## src/design/tcc_pkg.sv

```systemverilog
package tcc_pkg;

   localparam int DEF_COLUMNS = 80;
   localparam int DEF_ROWS    = 25;

   localparam int CURSOR_W = 11;
   localparam int CODE_W   = 8;
   localparam int ATTR_W   = 8;
   localparam int CELL_W   = CODE_W + ATTR_W;
   localparam int WHERE_W  = 11;

   localparam logic [ATTR_W-1:0] ATTR_RESET     = 8'd42;
   localparam logic [CODE_W-1:0] CODE_NEWLINE   = 8'd10;
   localparam logic [CODE_W-1:0] CODE_BACKSPACE = 8'd127;
   localparam logic [CODE_W-1:0] SPACE_BYTE     = 8'h20;

   localparam logic OP_PUT  = 1'b0;
   localparam logic OP_READ = 1'b1;

   typedef enum logic [3:0] {
      DP_NOP,
      DP_CLEAR,
      DP_MOVE,
      DP_FILL,
      DP_READ,
      DP_NEWLINE,
      DP_PRINT,
      DP_BS_RD,
      DP_BS_WR,
      DP_RESULT
   } dp_op_type;

   typedef struct packed {
      dp_op_type op;
      logic      req_ready;
   } tcc_cmd_type;

   typedef struct packed {
      logic req_valid;
      logic is_read;
      logic is_newline;
      logic is_backspace;
      logic past_end;
      logic cursor_zero;
      logic move_last;
      logic cnt_last;
      logic out_free;
   } tcc_status_type;

endpackage

```

## src/design/tcc_control.sv

```systemverilog
module tcc_control (
   input  logic                    clock,
   input  logic                    reset,
   input  tcc_pkg::tcc_status_type status,
   output tcc_pkg::tcc_cmd_type    cmd
);
   import tcc_pkg::*;

   typedef enum logic [2:0] {
      ST_CLEAR,
      ST_IDLE,
      ST_WORK,
      ST_MOVE,
      ST_DRAIN,
      ST_FILL,
      ST_BS_WR,
      ST_RESULT
   } state_type;

   state_type state_ff, state_in;

   always_comb begin
      state_in      = state_ff;
      cmd.op        = DP_NOP;
      cmd.req_ready = 1'b0;
      unique case (state_ff)
         ST_CLEAR: begin
            cmd.op = DP_CLEAR;
            if (status.cnt_last) begin
               state_in = ST_IDLE;
            end
         end
         ST_IDLE: begin
            cmd.req_ready = 1'b1;
            if (status.req_valid) begin
               state_in = ST_WORK;
            end
         end
         ST_WORK: begin
            priority if (status.is_read) begin
               cmd.op   = DP_READ;
               state_in = ST_RESULT;
            end else if (status.past_end) begin
               state_in = ST_MOVE;
            end else if (status.is_newline) begin
               cmd.op   = DP_NEWLINE;
               state_in = ST_RESULT;
            end else if (status.is_backspace) begin
               if (!status.cursor_zero) begin
                  cmd.op   = DP_BS_RD;
                  state_in = ST_BS_WR;
               end else begin
                  state_in = ST_RESULT;
               end
            end else begin
               cmd.op   = DP_PRINT;
               state_in = ST_RESULT;
            end
         end
         ST_MOVE: begin
            cmd.op = DP_MOVE;
            if (status.move_last) begin
               state_in = ST_DRAIN;
            end
         end
         ST_DRAIN: begin
            // last moved cell is written this cycle
            state_in = ST_FILL;
         end
         ST_FILL: begin
            cmd.op = DP_FILL;
            if (status.cnt_last) begin
               state_in = ST_WORK;
            end
         end
         ST_BS_WR: begin
            cmd.op   = DP_BS_WR;
            state_in = ST_RESULT;
         end
         ST_RESULT: begin
            if (status.out_free) begin
               cmd.op   = DP_RESULT;
               state_in = ST_IDLE;
            end
         end
         default: begin
            state_in = ST_IDLE;
         end
      endcase
   end

   always_ff @(posedge clock) begin
      if (reset) begin
         state_ff <= ST_CLEAR;
      end else begin
         state_ff <= state_in;
      end
   end

endmodule

```

## config.mk

```make
export PLATFORM = sky130hd
export DESIGN_NAME = tcc_control
export DESIGN_NICKNAME = d
export VERILOG_FILES = /design/src/design/tcc_pkg.sv /design/src/design/tcc_control.sv
export SDC_FILE = /design/constraint.sdc
export NUM_CORES = 1
export LEC_CHECK = 0
export ABC_AREA = 1
export BUFFER_PORTS_ARGS = -buffer_cell sky130_fd_sc_hd__buf_2
export CAP_MARGIN = 20
export CORE_AREA = 8 8 45 47
export CTS_BUF_LIST = sky130_fd_sc_hd__clkbuf_8
export DETAILED_ROUTE_END_ITERATION = 8
export DIE_AREA = 0 0 53 55
export GPL_ROUTABILITY_DRIVEN = 0
export SETUP_SLACK_MARGIN = 0.2
export SYNTH_ARGS = -nofsm -noshare
export SYNTH_HDL_FRONTEND = slang
export SYNTH_SLANG_ARGS = --single-unit
```

## constraint.sdc

```tcl
create_clock -name clock -period 1.15 [get_ports clock]
set_input_delay 0.0575 -clock clock [delete_from_list [all_inputs] [get_ports clock]]
set_output_delay 0.0575 -clock clock [all_outputs]
set_load 0.03 [all_outputs]
```

==> reports/results.txt, run 1 <==
outcome - finished with violations
failing checks - setup timing
Area after DPL - 551 µm²
Clock Pin Slew Worst Setup and Hold Paths - 0.03 ns
final worst setup slack - -0.188 ns
Max-cap violations - 0
diodes inserted - 0
Clock Tree Root - clkbuf_8
Setup Skew - 0.00308 ns
first-pass GRT wire length - 1920 µm
Syn Area/Cell - 5.46 µm²
CTS buffer count - 3
Die Wd - 53 µm
count of cell types in the netlist - 18
count leader, synth - nand2_1
syn nets - 77
P per Cell Area - 2630 mW/mm²
reg2reg setup slack - -0.08 ns
Top FF cell, synth - dfxtp_1
max FFs per register - 3
layout cell share with drive strength beyond 1 - 56.1%
initial antenna violation count - 0
synth top area cells - dfxtp_1 17%, nand2_1 15%, inv_1 14%
IO Pins - 16
slowest CP cell - dfxtp_4
post-synthesis sequential area ratio - 16.7%
Hold Path Stages - 5
Hold Path Origin - status[2]
WP data required - 1.09 ns
Tot GR Track Use - 8.52%
final instance area - 748 µm²
Post-synth ARST share - 0%
Critical Path Fanout Max - 5
critical path start-end classification - flop to primary output
Final ANT Viol Nets - 0
FF+latch count, synth - 3
Crit. Startpoint - state_ff[0]
CTS tree - built
Post-Syn Instances - 66
Final Hold Vio Count - 0
worst hold-check path type - input pin to flop
Initial Utilization - 26.0%
Row Count - 14
hpwl dp - 892 µm
leakage power - 0.390 nW
Max rail drop VDD - 0.000825 V
Routed WL - 1170 µm
DR vias - 525
CP Cell Sequence - nor3_4, nand4_1, o21ai_4, buf_6
post-synthesis cell area - 360 µm²
TritonRoute pass-1 iters - 2
fmax - 748 MHz
Die Height - 55 µm
Hold Path End - state_ff[2]
number of DRC markers in iteration 0 - 3
vias per cell - 4.61
post-route setup TNS - -0.894 ns
CTS sink count - 3
total number of yosys warnings - 0
worst r2r dst - state_ff[1]
vias in the first global route - 497
Core ar. - 0.00138 mm²
area grow syn2layout - 108%
Slew HR - 85.1%
htree depth - 1
largest net degree at the start of global routing - 10
die area - 0.00292 mm²
final worst path period need - 1.34 ns
largest area contributor in the netlist - dfxtp_1
Avg WL per Cell - 10.3 µm
number of flops mapped to enable cells by yosys - 0
max incr delay on CP - 0.36 ns
Final setup viols - 8
Synth top cells by count - 14 x nand2_1, 13 x inv_1, 8 x nor2_1
clock buffer depth - 2
critical path arrival - 1.28 ns
RSZ-0062 raised after global routing - true
Largest Register - state_ff
Crit. End Element - primary output
Final #Nets - 110
Synth top area share - 16.7%
R2R depth - 10
largest registers - state_ff (3)
crit path launch type - flop
worst slew pin tran - 0.224 ns
Final period util - 116%
Final Max Slew Viols - 0
GR Overflow Total - 0
Port Buf Inserts - 15
total power - 1.97 mW
reg-to-reg startpoint - state_ff[0]
DRC Markers - 0
clk_lat worst skew - 0.22 ns
==> what timing repair did <==
action	4_1_cts	5_1_grt
pin swaps	7	5
hold endpoints to repair	1	0
resized for setup	20	10
hold buffers	1	0
setup buffers	2	4
setup endpoints to repair	8	8
==> worst max-delay path: cells and delay by family (launching register included) <==
family,cells,cell delay (ns)
flops,1,0.36
simple gates,2,0.41
buf+inv,1,0.14
compound gates,1,0.16
==> through the flow <==
step / setup WS, ns / instances / hold slack, ns / utilization, %
2_1_floorplan: 0.0265 / 66 / 0.119 / -
3_3_place_gp: -0.0704 / 103 / 0.221 / 39.8
3_5_place_dp: -0.110 / 103 / 0.223 / 39.8
4_1_cts: -0.180 / 110 / 0.253 / 49.0
5_1_grt: -0.257 / 114 / 0.304 / 54.1
6_report: -0.188 / 114 / 0.254 / 54.1
==> worst max path at each step <==
stage,endpoint
detailed placement,cmd[2]
global placement,cmd[2]
CTS,cmd[2]
floorplan,cmd[2]
finish,cmd[2]
global route,cmd[2]
==> where the power goes <==
group          leakage [nW]  switching (mW)  internal (mW)
sequential           0.0267          0.0817          0.175
clock                0.0269          0.0710          0.227
combinational         0.336           0.724          0.687
total                 0.390           0.877           1.09
==> kinds of logic (layout without fill, tap and decap cells) <==
family          Yosys count  count (layout)  share of synthesized area [%]
simple gates             37              37                           49.0
flops                     3               3                           16.7
compound gates           10              10                           17.0
buf+inv                  16              48                           17.4
==> layout by cell type (no fill, tap or decap), types with 3 or more instances in the layout <==
cell type / count
nand4_1: 4
o21ai_0: 3
nand2_1: 11
nor2_1: 7
buf_4: 11
buf_6: 8
clkbuf_8: 3
inv_1: 12
nand3_2: 3
nor2_4: 3
nand2_2: 4
dfxtp_4: 3
buf_2: 10
==> area by class of cell <==
cell class / count / area [µm²]
fillers: 120 / 636
multi-input cells: 47 / 322
repair buffers: 30 / 233
flip-flops and latches: 3 / 71.3
inverters: 14 / 57.6
clock buffers: 3 / 41.3
well taps: 16 / 20.0
clock inverters: 1 / 3.75
==> per-layer routing <==
| metal | GRT usage (%) | wire length [µm] |
|---|---|---|
| met2 | 14.3 | 602 |
| met3 | 2.67 | 55 |
| met1 | 10.2 | 513 |
| met4 | 2.59 | 0 |
| met5 | 0 | 0 |
Power figures use the tool's default switching activity.
==> run 2: changes to the inputs <==
--- a/config.mk
+++ b/config.mk
@@ -17,3 +17,4 @@
 export SYNTH_ARGS = -nofsm -noshare
 export SYNTH_HDL_FRONTEND = slang
 export SYNTH_SLANG_ARGS = --single-unit
+export TNS_END_PERCENT = 20
==> run 2 against run 1 <==
The flow still finishes with violations (setup timing). Clock skew shrank 0.00066 ns. Critical endpoint unchanged. Largest power group unchanged. Fmax decreased by 1.1%. Sequential power up 7.8%. Setup slack worse by 0.014 ns. Via count down 5.3%. Wire length grew 0.85%. Global-route usage up 1.4 points. Highest routed layer is now met4. Total power decreased by 12%. Clock power about the same.
==> reports/results.txt, run 2 (same netlist as run 1, synthesis figures left out) <==
outcome - finished with violations (unchanged)
failing checks - setup timing (unchanged)
Die Height - 55 µm (unchanged)
Port Buf Inserts - 15 (unchanged)
largest registers - state_ff (3) (unchanged)
most frequent cells in the layout - 15 x buf_4, 13 x inv_1, 13 x nand2_1, 10 x buf_2, 7 x nor2_1 (was 12 x inv_1, 11 x nand2_1, 11 x buf_4, 10 x buf_2, 8 x buf_6)
Largest Register - state_ff (unchanged)
Core ar. - 0.00138 mm² (unchanged)
Slew HR - 84.8% (was 85.1%)
pre-CTS setup slack - -0.118 ns (was -0.110 ns)
CTS sink count - 3 (unchanged)
clock buffer depth - 2 (unchanged)
layout cell share with drive strength beyond 1 - 47.4% (was 56.1%)
P per Cell Area - 2580 mW/mm² (was 2630 mW/mm²)
Setup Skew - 0.00243 ns (was 0.00308 ns)
Final Max Slew Viols - 0 (unchanged)
final worst path period need - 1.35 ns (was 1.34 ns)
RSZ-0062 raised after global routing - true (unchanged)
final worst setup slack - -0.202 ns (was -0.188 ns)
Final setup viols - 7 (was 8)
WHS - 0.235 ns (was 0.254 ns)
CTS tree - built (unchanged)
DR vias - 497 (was 525)
reg-to-reg startpoint - state_ff[1] (was state_ff[0])
Final ANT Viol Nets - 0 (unchanged)
max FFs per register - 3 (unchanged)
GR Overflow Total - 0 (unchanged)
TritonRoute pass-1 iters - 4 (was 2)
Max-cap violations - 0 (unchanged)
Die Wd - 53 µm (unchanged)
worst slew pin tran - 0.228 ns (was 0.224 ns)
first-pass GRT wire length - 2130 µm (was 1920 µm)
DRC Markers - 0 (unchanged)
Max rail drop VDD - 0.000995 V (was 0.000825 V)
CTS buffer count - 3 (unchanged)
hpwl dp - 931 µm (was 892 µm)
crit path launch type - flop (unchanged)
Final period util - 118% (was 116%)
Clock Tree Root - clkbuf_8 (unchanged)
Reg area - 71.3 µm² (unchanged)
Hold Path Origin - status[2] (unchanged)
Crit. Startpoint - state_ff[2] (was state_ff[0])
IO Pins - 16 (unchanged)
critical path arrival - 1.29 ns (was 1.28 ns)
vias in the first global route - 503 (was 497)
clk_lat worst skew - 0.22 ns (about the same)
die area - 0.00292 mm² (unchanged)
Initial Utilization - 26.0% (unchanged)
Crit. End Element - primary output (unchanged)
vias per cell - 4.40 (was 4.61)
Critical Path Fanout Max - 9 (was 5)
Tot GR Track Use - 9.89% (was 8.52%)
Avg WL per Cell - 10.4 µm (was 10.3 µm)
htree depth - 1 (unchanged)
Final Hold Vio Count - 0 (unchanged)
Final #Nets - 109 (was 110)
initial antenna violation count - 0 (unchanged)
largest net degree at the start of global routing - 10 (unchanged)
total power - 1.73 mW (was 1.97 mW)
area grow syn2layout - 86.8% (was 108%)
filler instances - 144 (was 120)
commonest non-fill, non-tap cell in the layout - buf_4 (was inv_1)
Routed WL - 1180 µm (was 1170 µm)
diodes inserted - 0 (unchanged)
WP data required - 1.09 ns (about the same)
number of DRC markers in iteration 0 - 11 (was 3)
Row Count - 14 (unchanged)
worst hold-check path type - input pin to flop (unchanged)
fmax - 740 MHz (was 748 MHz)
leakage power - 0.364 nW (was 0.390 nW)
Multi-input gate area - 275 µm² (was 322 µm²)
Clock Pin Slew Worst Setup and Hold Paths - 0.03 ns (about the same)
critical path start-end classification - flop to primary output (unchanged)
run 2: cell count changes in the layout (fill, tap and decap cells not counted), moves of 2 or more:
cell / delta
buf_6: -5
buf_4: +4
nand2_1: +2
nand2_2: -2
nand3_1: +2
nand3_2: -2
nor2_2: +2
nor2_4: -2
run 2: power by group:
group	internal (mW)	switching, mW
Combinational	0.551	0.607
Clock	0.227	0.0716
Sequential	0.176	0.101
Total	0.955	0.780
run 2: worst paths after layout:
path | end | slack [ns] | cells past startpoint
max | cmd[2] | -0.20 | 4
min | state_ff[2] | 0.24 | 5
max reg2reg | state_ff[1] | -0.01 | 9
min reg2reg | state_ff[2] | 0.55 | 2
run 2: repair_timing:
| action | CTS | global route |
|---|---|---|
| pin swaps | 4 | 2 |
| setup endpoints to repair | 8 | 8 |
| hold buffers | 1 | 0 |
| hold endpoints to repair | 1 | 0 |
| gates resized for setup | 13 | 4 |
| setup buffers | 0 | 1 |
run 2: area by class of cell:
type                    instances  share of cell area (%)
multi-input cells              47                    40.9
repair buffers                 29                    30.7
flip-flops and latches          3                    10.6
inverters                      14                    8.18
clock buffers                   3                    6.13
well taps                      16                    2.97
clock inverters                 1                   0.558
run 2: through the flow:
step           TNS, ns  util (%)  instances  area [µm²]
6_report        -0.647      48.6        113         673
5_1_grt          -1.26      48.6        113         673
4_1_cts         -0.665      47.3        112         654
3_5_place_dp    -0.480      41.0        107         567
3_3_place_gp    -0.415      41.0        107         567
2_1_floorplan        0         -         66         398
run 2: worst max-delay path, stage by stage (launching register included):
cell,delay (ns)
dfxtp_4,0.37
nor3_4,0.24
nand4_1,0.17
o21ai_4,0.16
buf_6,0.14
run 2: per-layer routing:
layer / wire length (µm) / global-route usage [%] / vias to the layer above
li1: - / - / 276
met1: 498 / 10.6 / 198
met2: 537 / 15.2 / 19
met3: 106 / 5.08 / 4
met4: 38 / 6.03 / 0
met5: 0 / 0 / -
